**config.mk**
```make
export PLATFORM = sky130hd
export DESIGN_NAME = qrs_div_cell
export DESIGN_NICKNAME = d
export VERILOG_FILES = /design/src/rtl/core/qrs_pkg.sv /design/src/rtl/core/qrs_div_cell.sv
export SDC_FILE = /design/constraint.sdc
export NUM_CORES = 1
export LEC_CHECK = 0
export BUFFER_PORTS_ARGS = -buffer_cell sky130_fd_sc_hd__buf_2
export CAP_MARGIN = 15
export CORE_AREA = 10 10 180 182
export CTS_CLUSTER_DIAMETER = 120
export DETAILED_ROUTE_END_ITERATION = 6
export DIE_AREA = 0 0 190 192
export PLACE_DENSITY = 0.7
export SLEW_MARGIN = 20
export SYNTH_ARGS = -nofsm -noshare
export SYNTH_HDL_FRONTEND = slang
export SYNTH_SLANG_ARGS = --single-unit
```
**constraint.sdc**
```tcl
create_clock -name clk -period 6.25 [get_ports clk]
set_clock_uncertainty 0.1 [all_clocks]
set_input_delay 0.625 -clock clk [delete_from_list [all_inputs] [get_ports clk]]
set_output_delay 0.625 -clock clk [all_outputs]
set_load 0.005 [all_outputs]
```
**src/rtl/core/qrs_pkg.sv**
```systemverilog
// shared widths, result codes and pipeline word types for the quadratic solver
`timescale 1ns / 1ps
package qrs_pkg;

  localparam int W        = 32;
  localparam int F        = 16;
  localparam int THR_W    = 16;
  localparam int RAD_W    = 2 * W + 2;
  localparam int ROOT_W   = W + 1;
  localparam int SREM_W   = W + 3;
  localparam int NB_W     = W + 1;
  localparam int DEN_W    = W + 2;
  localparam int NUM_W    = W + 3;
  localparam int NMAG_W   = W + 2;
  localparam int DMAG_W   = W + 1;
  localparam int QUO_W    = NMAG_W + F;
  localparam int SQ_CELLS = ROOT_W;
  localparam int DIV_CELLS = QUO_W;

  typedef enum logic [2:0] {
    KIND_NONE   = 3'd0,
    KIND_ONE    = 3'd1,
    KIND_TWO    = 3'd2,
    KIND_DOUBLE = 3'd3,
    KIND_INF    = 3'd4
  } kind_t;

  typedef struct packed {
    logic                     valid;
    kind_t                    kind;
    logic [RAD_W-1:0]         rad;
    logic [SREM_W-1:0]        rem;
    logic [ROOT_W-1:0]        root;
    logic signed [NB_W-1:0]   num_base;
    logic signed [DEN_W-1:0]  den;
  } sq_t;

  typedef struct packed {
    logic [QUO_W-1:0]  nq;
    logic [DMAG_W-1:0] rem;
    logic [DMAG_W-1:0] dmag;
    logic              neg;
  } div_lane_t;

  typedef struct packed {
    logic                  valid;
    kind_t                 kind;
    div_lane_t [1:0]       lane;
  } div_t;

endpackage

```
**src/rtl/core/qrs_div_cell.sv**
```systemverilog
// one cell of the divider chain: one quotient bit per cycle on both lanes while en is high
`timescale 1ns / 1ps
module qrs_div_cell (
  input  logic          clk,
  input  logic          rst_n,
  input  logic          en,
  input  qrs_pkg::div_t d_i,
  output qrs_pkg::div_t q_o
);

  localparam int QUO_W  = qrs_pkg::QUO_W;
  localparam int DMAG_W = qrs_pkg::DMAG_W;

  qrs_pkg::div_t q_nxt;
  qrs_pkg::div_t q_r;

  always_comb begin
    logic [DMAG_W:0] t;
    logic [DMAG_W:0] diff;
    logic            ge;
    q_nxt = d_i;
    for (int i = 0; i < 2; i++) begin
      t = {d_i.lane[i].rem, d_i.lane[i].nq[QUO_W-1]};
      ge = (t >= {1'b0, d_i.lane[i].dmag});
      diff = t - {1'b0, d_i.lane[i].dmag};
      q_nxt.lane[i].rem = ge ? diff[DMAG_W-1:0] : t[DMAG_W-1:0];
      q_nxt.lane[i].nq = {d_i.lane[i].nq[QUO_W-2:0], ge};
    end
  end

  always_ff @(posedge clk) begin
    if (!rst_n) begin
      q_r.valid <= 1'b0;
    end else if (en) begin
      q_r <= q_nxt;
    end
  end

  assign q_o = q_r;

endmodule

```
Word level (Yosys, flattened, before mapping)
Index checks and enable logic that the tools add are counted.
{ "totals": {"ff_bits": 238, "in_bits": 241, "out_inout_bits": 238, "elab_cells": 17} }
{ "classes": {"add_sub_neg": 2, "order_cmp": 2, "muxes": 2, "reduce_logical": 1} }
{ "ops": {"columns": ["operator", "count"], "rows": [
  ["$ge 34x33->1", 2],
  ["$mux 33", 2],
  ["$sub 33x33->33", 2],
  ["$reduce_and 2->1", 1]
]} }

Longest topological paths before layout
{ "logic_depth": {"depth_word": 2, "ltp_mapped": 14, "mapped_depth_nobuf": 13} }

Worst setup path after synthesis
No wires, ideal clock.
{ "synth_timing": {"kind": "input-to-reg", "startpoint": "in en", "endpoint": "reg q_r (netlist bit q_o[0]), enable pin", "setup_time_ns": 0.626, "arrival_ns": 5.987, "required_ns": 5.524, "path_slack_ns": -0.464, "cell_stages": 1, "n_path_buf": 0, "cell_sequence": "and2_1"} }
{ "synth_between": {"elab_chain_len": 1} }
{ "synth_lines": {"columns": ["item", "line_no", "rtl"], "rows": [
  ["start: declaration", "qrs_div_cell.sv:6", "input logic en,"],
  ["$reduce_and 2->1 (no line)", null, null],
  ["end signal: assignment", "qrs_div_cell.sv:35", "q_r <= q_nxt;"],
  ["end: declaration", "qrs_div_cell.sv:15", "qrs_pkg::div_t q_r;"]
]} }
Every way passes these cells.
A chain may end at the register's enable or synchronous reset.

==> results_dict.tcl <==
set metrics [dict create \
    first_pass_iters 5 \
    grt_antenna_before_repair 12 \
    overflow 0 \
    synth_cell_types 66 \
    p_int_mw 3.130 \
    die_area_sq_um 36480 \
    syn_to_final_growth_pct 31.11 \
    final_cell_mix "buf_2, edfxtp_1, nand2_1, inv_1, ha_1" \
    drive_gt1_share_pct 38.51 \
    dp_cells 1789 \
    worst_slew_pin_slew_ns 0.8964 \
    via_per_inst 5.105 \
    nets 1743 \
    postCtsSetupBuffers 0 \
    final_antenna_net_count 0 \
    async_reset_ff_share_pct 0 \
    drv_slew 0 \
    cts_sinks 238 \
    slew_headroom_pct 40.24 \
    status "finished, final reports clean" \
    cts_tree "done" \
    num_vias 9424 \
    gp_congestion 0.8686 \
    fin_cells 1846 \
    rsz0062_at_grt "no" \
    synth-seq-area-share_pct 60.74 \
    power.density_nw_per_um2 275.2 \
    timing.rr.start "q_o[237]$_SDFFE_PN0P_" \
    portBuffers 478 \
    cts_buffer_depth 3 \
    ys.flop_type "edfxtp_1" \
    insertion_delay_ns 0.52 \
    grt_pass1_vias 9265 \
    comb_power_share_pct 18.6 \
    p_clk_share_pct 35.5 \
    cts_made_buffers 27 \
    fp.dieH_um 192 \
    root_buffer "clkbuf_16" \
    synth_edf_count 237 \
    final_common_cell "buf_2" \
    hold_class "in2reg" \
    track_usage_pct 19.34 \
    synth-warning-count 0 \
    wl_per_cell_um 20.41 \
    rows 62 \
    cp-end-kind "flop" \
    syn_nets 1258 \
    power.total_mw 4.240 \
    die_x_um 190 \
    routed_wirelength_um 37670 \
    seqPwrFrac_pct 45.9 \
    clkSlewWorstSetupHoldPaths_ns 0.06 \
    timing.final.crit_share_pct 61.66 \
    tns_ns 0 \
    startpoint "d_i[116]" \
    worstSetupPathType "in2reg" \
    cts_resized 0 \
    dpl.hpwl_um 30200 \
    worstHoldStart "d_i[228]" \
    drv_cap 0 \
    netlist_area_sq_um 11750 \
    peakVddDrop_mv 0.2053 \
    drc 0 \
    min_period_ns 3.853 \
    ios 479 \
    grt_max_degree 92 \
    grt_pass1_wl_um 55240 \
    avgSynthCellArea_sq_um 12.38 \
    largest_reg_flops 238 \
    max_freq_mhz 259.5 \
    ys_seq_elements 238 \
    cp_max_fo 52 \
    startpoint_type "primary input" \
    crit_required_ns 6.42 \
    htreeDepth 1 \
    switchingPower_mw 1.110 \
    finalHoldViolations 0 \
    drt_iter0_markers 535 \
    final-setup-viol-count 0 \
    netlist_instances 949 \
    cts_hold_buf 0 \
    p_leak_nw 6.732 \
    p_sw_share_pct 26.19 \
    start_util_pct 41.05 \
    crit_arrival_ns 4.03 \
    core_sq_um 28630 \
]
==> synth_stat cells (14+ instances only) <==
library cell | number | area share [%]
edfxtp_1 | 237 | 61
nand2_1 | 97 | 3.1
inv_1 | 87 | 2.8
ha_1 | 66 | 7.0
o21ai_0 | 56 | 2.4
a21oi_1 | 55 | 2.3
nor2_1 | 35 | 1.1
a21o_1 | 32 | 2.0
xnor2_1 | 32 | 2.4
o21ai_2 | 29 | 2.2
xor2_1 | 23 | 1.7
nand3_1 | 16 | 0.68
nand4_1 | 14 | 0.75
==> kinds of logic (layout without fill, tap and decap cells) <==
logic type      count (synthesis)  after routing  synth area share [%]
compound gates                259            259                 14.98
xor+xnor                       55             55                 4.100
fa+ha+maj                      68             68                 7.369
buf+inv                       114            619                 4.110
flops                         238            238                 60.74
mux                             4              4                0.3727
other cells                     0              8                     0
simple gates                  211            211                 8.327
==> power by group through the flow <==
stage	combinational [mW]	clock, mW	sequential [mW]
after floorplan	0.435	0	2.00
after detailed placement	0.792	0	1.98
after global placement	0.776	0	1.98
after CTS	0.796	1.55	1.95
after global routing	0.875	1.62	1.96
final	0.790	1.50	1.95
==> area by class of cell <==
type                    instances  area, sq um
fillers                      2521        13220
flip-flops and latches        238         7137
well taps                     384        480.5
clock inverters                17        145.1
multi-input cells             597         4148
repair buffers                483         2455
diodes                          8        20.02
inverters                      87        326.6
clock buffers                  32        694.4
==> critical path, cell delays in order <==
cell and delay, ns:
buf_2 0.10, inv_1 0.04, ha_1 0.15, inv_1 0.06, fa_1 0.40, a21o_1 0.19
o21a_1 0.20, o311a_1 0.39, o21ai_2 0.19, a31oi_2 0.19, a211oi_4 0.71, buf_12 0.34
mux2_1 0.37
==> per-stage QoR <==
stage / utilization [%] / worst slack [ns] / cell area (sq um) / hold WS, ns
after floorplan: - / 2.162 / 11750 / 0.4073
after global placement: 50.82 / 1.959 / 14550 / 0.3993
after detailed placement: 50.82 / 1.876 / 14550 / 0.4214
after CTS: 53.75 / 2.429 / 15390 / 0.1324
after global routing: 53.80 / 2.227 / 15400 / 0.1373
final: 53.82 / 2.397 / 15410 / 0.1607
==> per-layer routing <==
| metal | vias to the layer above | global-route usage, % | wire length [um] |
|---|---|---|---|
| met5 | - | 0 | 69 |
| met4 | 10 | 6.502 | 1085 |
| met3 | 66 | 6.493 | 3451 |
| met2 | 397 | 33.35 | 18560 |
| met1 | 4434 | 22.06 | 14500 |
| li1 | 4517 | - | - |
==> worst paths after layout <==
kind / cells past startpoint / end / slack [ns]
setup reg to reg: 2 / q_o[237]$_SDFFE_PN0P_ / 5.56
setup / recovery: 13 / q_o[35]$_DFFE_PP_ / 2.40
hold / removal: 1 / q_o[229]$_DFFE_PP_ / 0.16
hold reg to reg: 2 / q_o[237]$_SDFFE_PN0P_ / 0.43
No activity file was read; power rests on OpenSTA's default activity.
