--- config.mk ---
export PLATFORM = sky130hd
export DESIGN_NAME = qrs_sqrt_cell
export DESIGN_NICKNAME = d
export VERILOG_FILES = /design/src/rtl/core/qrs_pkg.sv /design/src/rtl/core/qrs_sqrt_cell.sv
export SDC_FILE = /design/constraint.sdc
export NUM_CORES = 1
export LEC_CHECK = 0
export BUFFER_PORTS_ARGS = -buffer_cell sky130_fd_sc_hd__buf_2
export CORE_AREA = 2 2 159 161
export CTS_CLUSTER_DIAMETER = 80
export CTS_CLUSTER_SIZE = 12
export DETAILED_ROUTE_END_ITERATION = 12
export DIE_AREA = 0 0 161 163
export PLACE_DENSITY = 0.66
export SYNTH_ARGS = -nofsm -noshare
export SYNTH_HDL_FRONTEND = slang
export SYNTH_SLANG_ARGS = --single-unit
--- constraint.sdc ---
create_clock -name clk -period 4.95 [get_ports clk]
set_input_delay 0.2475 -clock clk [delete_from_list [all_inputs] [get_ports clk]]
set_output_delay 0.2475 -clock clk [all_outputs]
set_load 0.1 [all_outputs]
--- src/rtl/core/qrs_pkg.sv ---
// shared widths, result codes and pipeline word types for the quadratic solver
`timescale 1ns / 1ps
package qrs_pkg;

  localparam int W        = 32;
  localparam int F        = 16;
  localparam int THR_W    = 16;
  localparam int RAD_W    = 2 * W + 2;
  localparam int ROOT_W   = W + 1;
  localparam int SREM_W   = W + 3;
  localparam int NB_W     = W + 1;
  localparam int DEN_W    = W + 2;
  localparam int NUM_W    = W + 3;
  localparam int NMAG_W   = W + 2;
  localparam int DMAG_W   = W + 1;
  localparam int QUO_W    = NMAG_W + F;
  localparam int SQ_CELLS = ROOT_W;
  localparam int DIV_CELLS = QUO_W;

  typedef enum logic [2:0] {
    KIND_NONE   = 3'd0,
    KIND_ONE    = 3'd1,
    KIND_TWO    = 3'd2,
    KIND_DOUBLE = 3'd3,
    KIND_INF    = 3'd4
  } kind_t;

  typedef struct packed {
    logic                     valid;
    kind_t                    kind;
    logic [RAD_W-1:0]         rad;
    logic [SREM_W-1:0]        rem;
    logic [ROOT_W-1:0]        root;
    logic signed [NB_W-1:0]   num_base;
    logic signed [DEN_W-1:0]  den;
  } sq_t;

  typedef struct packed {
    logic [QUO_W-1:0]  nq;
    logic [DMAG_W-1:0] rem;
    logic [DMAG_W-1:0] dmag;
    logic              neg;
  } div_lane_t;

  typedef struct packed {
    logic                  valid;
    kind_t                 kind;
    div_lane_t [1:0]       lane;
  } div_t;

endpackage

--- src/rtl/core/qrs_sqrt_cell.sv ---
// one cell of the square root chain: settles one root bit per cycle while en is high
`timescale 1ns / 1ps
module qrs_sqrt_cell (
  input  logic         clk,
  input  logic         rst_n,
  input  logic         en,
  input  qrs_pkg::sq_t d_i,
  output qrs_pkg::sq_t q_o
);

  localparam int SREM_W = qrs_pkg::SREM_W;
  localparam int ROOT_W = qrs_pkg::ROOT_W;
  localparam int RAD_W  = qrs_pkg::RAD_W;

  logic [SREM_W+1:0] t, trial, diff;
  logic              ge;
  qrs_pkg::sq_t      q_nxt;
  qrs_pkg::sq_t      q_r;

  always_comb begin
    t = {d_i.rem, d_i.rad[RAD_W-1 -: 2]};
    trial = {{(SREM_W - ROOT_W){1'b0}}, d_i.root, 2'b01};
    ge = (t >= trial);
    diff = t - trial;
    q_nxt = d_i;
    q_nxt.rad = {d_i.rad[RAD_W-3:0], 2'b00};
    q_nxt.rem = ge ? diff[SREM_W-1:0] : t[SREM_W-1:0];
    q_nxt.root = {d_i.root[ROOT_W-2:0], ge};
  end

  always_ff @(posedge clk) begin
    if (!rst_n) begin
      q_r.valid <= 1'b0;
    end else if (en) begin
      q_r <= q_nxt;
    end
  end

  assign q_o = q_r;

endmodule

; ---- Yosys cells after proc, flatten, opt, wreduce, memory -nomap -nowiden
; Index checks and enable logic that the tools add are counted.
[word_totals]
wordCells = 11
out_inout_bits = 205
ff_bits = 203
input_bits = 208
[classes]
reduce_logical = 1
order_cmp = 1
n_mux = 1
add_sub_neg = 1
[op_table]
columns = operator, count
row1 = $ge A37 B35 Y1, 1
row2 = $mux W35, 1
row3 = $sub A35 B35 Y35, 1
row4 = $reduce_and A2 Y1, 1

; ---- Depth between registers and ports, before layout
[depth]
ltp_word = 2
ltp_mapped = 14
depth_no_buf = 11

; ---- Worst setup path before layout
; Ideal clock, no wire load.
[synth_path]
kind = input to register
startpoint = input port en
endpoint = register q_r, in the netlist q_o[0], enable pin
slack_ns = -0.466
stages = 1
setup_time_ns = 0.586
arrival_ns = 4.830
cell_sequence = and2_1
[synth_between]
elab_chain_len = 1
[synth_lines]
columns = element, line_no
row1 = start: declaration, qrs_sqrt_cell.sv:6  ; input logic en,
row2 = $reduce_and A2 Y1 (no source line), n/a
row3 = end signal: assignment, qrs_sqrt_cell.sv:35  ; q_r <= q_nxt;
row4 = end: declaration, qrs_sqrt_cell.sv:18  ; qrs_pkg::sq_t q_r;
; Every way passes these cells.
; A chain may end at the register's enable or synchronous reset.

==> results.txt <==
----------------------------------------------------
[Run status]
  Status ... completed

[Clocking]
  Clk buf depth ... 3
  CTS tree ... yes
  Worst-skew pair later-pin latency ... 490 ps
  TritonCTS Sinks ... 203
  Cts bufs inserted ... 21
  Clock root buffer ... sky130_fd_sc_hd__clkbuf_16
  Post-cts gate resize count ... 0
  Number of H-tree branching levels ... 1
  Clock slew seen by the registers of the worst setup and hold paths ... 60 ps
  Number of setup buffers added after CTS ... 0

[Synth]
  Synth Flop Type ... sky130_fd_sc_hd__edfxtp_1
  Count leader, synth ... sky130_fd_sc_hd__edfxtp_1
  Post-Syn Area ... 8463 sq um
  Leading post-synthesis cells by instance count ... 202 x sky130_fd_sc_hd__edfxtp_1, 59 x sky130_fd_sc_hd__nand2_1, 43 x sky130_fd_sc_hd__inv_1, 37 x sky130_fd_sc_hd__a21oi_1, 35 x sky130_fd_sc_hd__ha_1
  Asr flop ratio synth ... 0%
  Share of the synthesized area in the top cell type ... 71.67%
  Instance count of the mapped netlist ... 583
  Dominant cell type by area after synthesis ... sky130_fd_sc_hd__edfxtp_1
  Post-Synthesis Mean Instance Area ... 14.52 sq um
  Post-synth EDFFs ... 202
  Yosys warnings ... 0
  Cell types occupying the most area after synthesis ... sky130_fd_sc_hd__edfxtp_1 72%, sky130_fd_sc_hd__ha_1 5.2%, sky130_fd_sc_hd__nand2_1 2.6%, sky130_fd_sc_hd__a21oi_1 2.2%, sky130_fd_sc_hd__inv_1 1.9%
  Number of flip-flops and latches in the synthesized netlist ... 203
  Number of distinct standard cells referenced by the synthesized netlist ... 49
  Seq/Total Area, Yosys ... 71.91%

[STA]
  Worst slew slack as a fraction of its limit ... 14.01%
  Maximum operating frequency ... 251.5 MHz
  Period Utilization, post-route ... 80.32%
  Minimum clock period after layout ... 3976 ps
  Setup-failing EPs final ... 0
  Final slew viol count ... 0
  TNS Setup ... 0 ps
  Final Hold Vio Count ... 0
  Post-layout worst setup margin ... 974.3 ps
  Unrepaired setup endpoints after global routing ... false
  Worst Max-Slew Pin Slew ... 1284 ps
  Worst Clk Skew ... 0 ps

[Floorplan]
  Num rows ... 58
  Die extent in x ... 161 microns
  Die Footprint ... 26240 sq um
  Vertical extent of the die ... 163 microns
  Starting density of the core ... 34.30%
  Core Footprint ... 24670 sq um
  Top-level I/O count ... 413

[Drt]
  Average routed wire per standard cell ... 19.40 microns
  Vias per std cell ... 4.682
  Number of optimization iterations in the first detailed-route pass ... 5
  Number of DRC violations after detailed routing ... 0
  Final WL ... 29.34 mm
  Number of antenna-violating nets in the routed design ... 0
  Initial DRC Count ... 465
  Vias ... 7079

[Global route]
  Largest net degree at the start of global routing ... 88
  Antenna violations before repair ... 3
  Gr usage total ... 21.16%
  Global route total overflow ... 0
  Wire length of the first global-routing pass ... 42.02 mm
  Vias in the first global route ... 7386

[Worst hold path]
  Type of the most critical hold path ... in -> reg
  Source of the worst hold timing path ... d_i[204]
  Hold Crit Depth ... 3
  Capture endpoint of the worst hold path ... q_o[204]$_SDFFE_PN0P_

[Worst setup path]
  Worst setup path class ... in -> reg
  Startpoint of the worst-slack reg-to-reg timing path ... q_o[204]$_SDFFE_PN0P_
  Max Fanout on Critical Path ... 44
  Logic depth of the worst register-to-register path ... 2
  Launching element of the worst setup path ... d_i[67]
  Critical path arrival ... 4210 ps
  Required @ worst endpoint ... 5190 ps
  Sort of element at the start of the critical path ... input port
  Critical Path Sink Type ... flip-flop
  Register-to-Register Setup Slack ... 4350 ps
  Terminus of the critical flop-to-flop path ... q_o[204]$_SDFFE_PN0P_

[Final layout]
  Footprint of the multi-input gates ... 2138 sq um
  Ratio of cells with drive above 1 in the final layout ... 37.56%
  Design Area, Final ... 13130 sq um
  Filler cell count ... 2108
  Antenna Diode Count ... 0
  FF/Latch Area ... 6086 sq um
  Layout overhead on the synthesized area ... 55.19%
  Final layout net count ... 1416
  Max FFs per register ... 203

[Power and ir drop]
  LEAKAGE ... 5.669 nW
  Internal power ... 3.196 mW
  Part of the power in combinational logic ... 31.8%
  Maximum ir drop on the vdd rail ... 0.2309 mV
  Areal power density over the cells ... 392.0 nW/um^2
  Net load switching power ... 1.952 mW
  Switching share of total power ... 37.92%
  Power share of the sequential group ... 40.6%
  Share of total power in the clock network ... 27.5%

[Place]
  Placed instance area ... 10890 sq um
  Post-detail-place hpwl ... 20.22 mm
  Number of buffers added on ports ... 410
  Worst slack at placement ... 981.6 ps
  Routability congestion estimate ... 0.8552

[Flow run]
  Max-cap violation count ... 0

----------------------------------------------------
what timing repair did:
item                                    in CTS  in global routing
hold endpoints to repair                   167                  0
endpoints found under the setup margin       0                  0
hold buffers                               167                  0
power by group through the flow:
stage | clock network [mW] | logic (mW) | registers (mW)
5_1_grt | 1.52 | 1.71 | 2.10
3_5_place_dp | 0 | 1.52 | 2.12
6_report | 1.42 | 1.64 | 2.09
3_3_place_gp | 0 | 1.51 | 2.12
4_1_cts | 1.46 | 1.63 | 2.09
2_1_floorplan | 0 | 0.306 | 3.04
cells by family after synthesis:
logic type | synth area share, %
DFF | 71.91
AOI/OAI and AO/OA | 10.05
and+or+nand+nor | 5.988
buffers and inverters | 3.001
adders and majority gates | 5.174
xor gates and xnor gates | 3.415
muxes | 0.4139
other | 0.04431
area by class of cell:
| class | instances | share of cell area [%] |
|---|---|---|
| Multi-Input combinational cell | 324 | 16.28 |
| Timing Repair Buffer | 580 | 28.62 |
| Tap cell | 330 | 3.144 |
| Sequential cell | 203 | 46.34 |
| Clock buffer | 29 | 4.230 |
| Inverter | 43 | 1.229 |
| Clock inverter | 3 | 0.1620 |
cells in the final DEF, fill, tap and decap left out, drive strengths merged, types with 2 or more instances in the layout:
cell	Yosys	final
o31ai	4	4
conb	1	2
nand2	59	59
o21a	4	4
buf	8	413
nor2b	2	2
xor2	17	17
nor4	2	2
a21oi	37	37
nand3	8	8
nor2	21	21
o211ai	7	7
clkbuf	6	29
o21bai	6	6
o21ai	43	43
ha	35	35
nand2b	2	2
a211oi	3	3
a31oi	2	2
dlygate4sd3	0	167
xnor2	16	16
inv	43	45
nand4	5	5
or3	3	3
and3	4	4
mux2i	2	2
o31a	2	2
a31o	2	2
a21o	19	19
edfxtp	202	202
nor3	5	5
layer usage:
| metal | wire length (microns) | up-vias | track usage (%) |
|---|---|---|---|
| li1 | - | 3336 | - |
| met1 | 10910 | 3307 | 23.98 |
| met2 | 14250 | 343 | 36.34 |
| met3 | 2524 | 87 | 6.188 |
| met4 | 1612 | 6 | 11.04 |
| met5 | 40 | - | 0 |
stage by stage:
| step | utilization [%] | hold WS (ps) | cells | total power [mW] |
|---|---|---|---|---|
| 2_1_floorplan | - | 346.4 | 584 | 3.348 |
| 3_3_place_gp | 44.12 | 423.7 | 1313 | 3.634 |
| 3_5_place_dp | 44.12 | 425.6 | 1313 | 3.647 |
| 4_1_cts | 53.23 | 10.09 | 1512 | 5.180 |
| 5_1_grt | 53.23 | 35.63 | 1512 | 5.327 |
| 6_report | 53.23 | 27.52 | 1512 | 5.148 |
how the worst max path moves through the flow:
stage,cells after the start,slack (ps),end
after floorplan,1,1770,q_o[0]$_DFFE_PP_
after global placement,12,1040,q_o[118]$_DFFE_PP_
after detailed placement,12,980,q_o[112]$_DFFE_PP_
after CTS,13,940,q_o[112]$_DFFE_PP_
after global routing,13,710,q_o[112]$_DFFE_PP_
final,13,970,q_o[112]$_DFFE_PP_
worst max-delay path: stages:
cell	delay [ps]
sky130_fd_sc_hd__dlygate4sd3_1	530
sky130_fd_sc_hd__buf_2	110
sky130_fd_sc_hd__inv_1	40
sky130_fd_sc_hd__ha_1	330
sky130_fd_sc_hd__o21a_1	140
sky130_fd_sc_hd__o211ai_1	270
sky130_fd_sc_hd__a311o_1	240
sky130_fd_sc_hd__o211ai_1	140
sky130_fd_sc_hd__o211ai_1	350
sky130_fd_sc_hd__a211oi_1	200
sky130_fd_sc_hd__o211ai_4	1050
sky130_fd_sc_hd__buf_4	410
sky130_fd_sc_hd__o21ai_1	120
(Power assumes the default switching activity.)
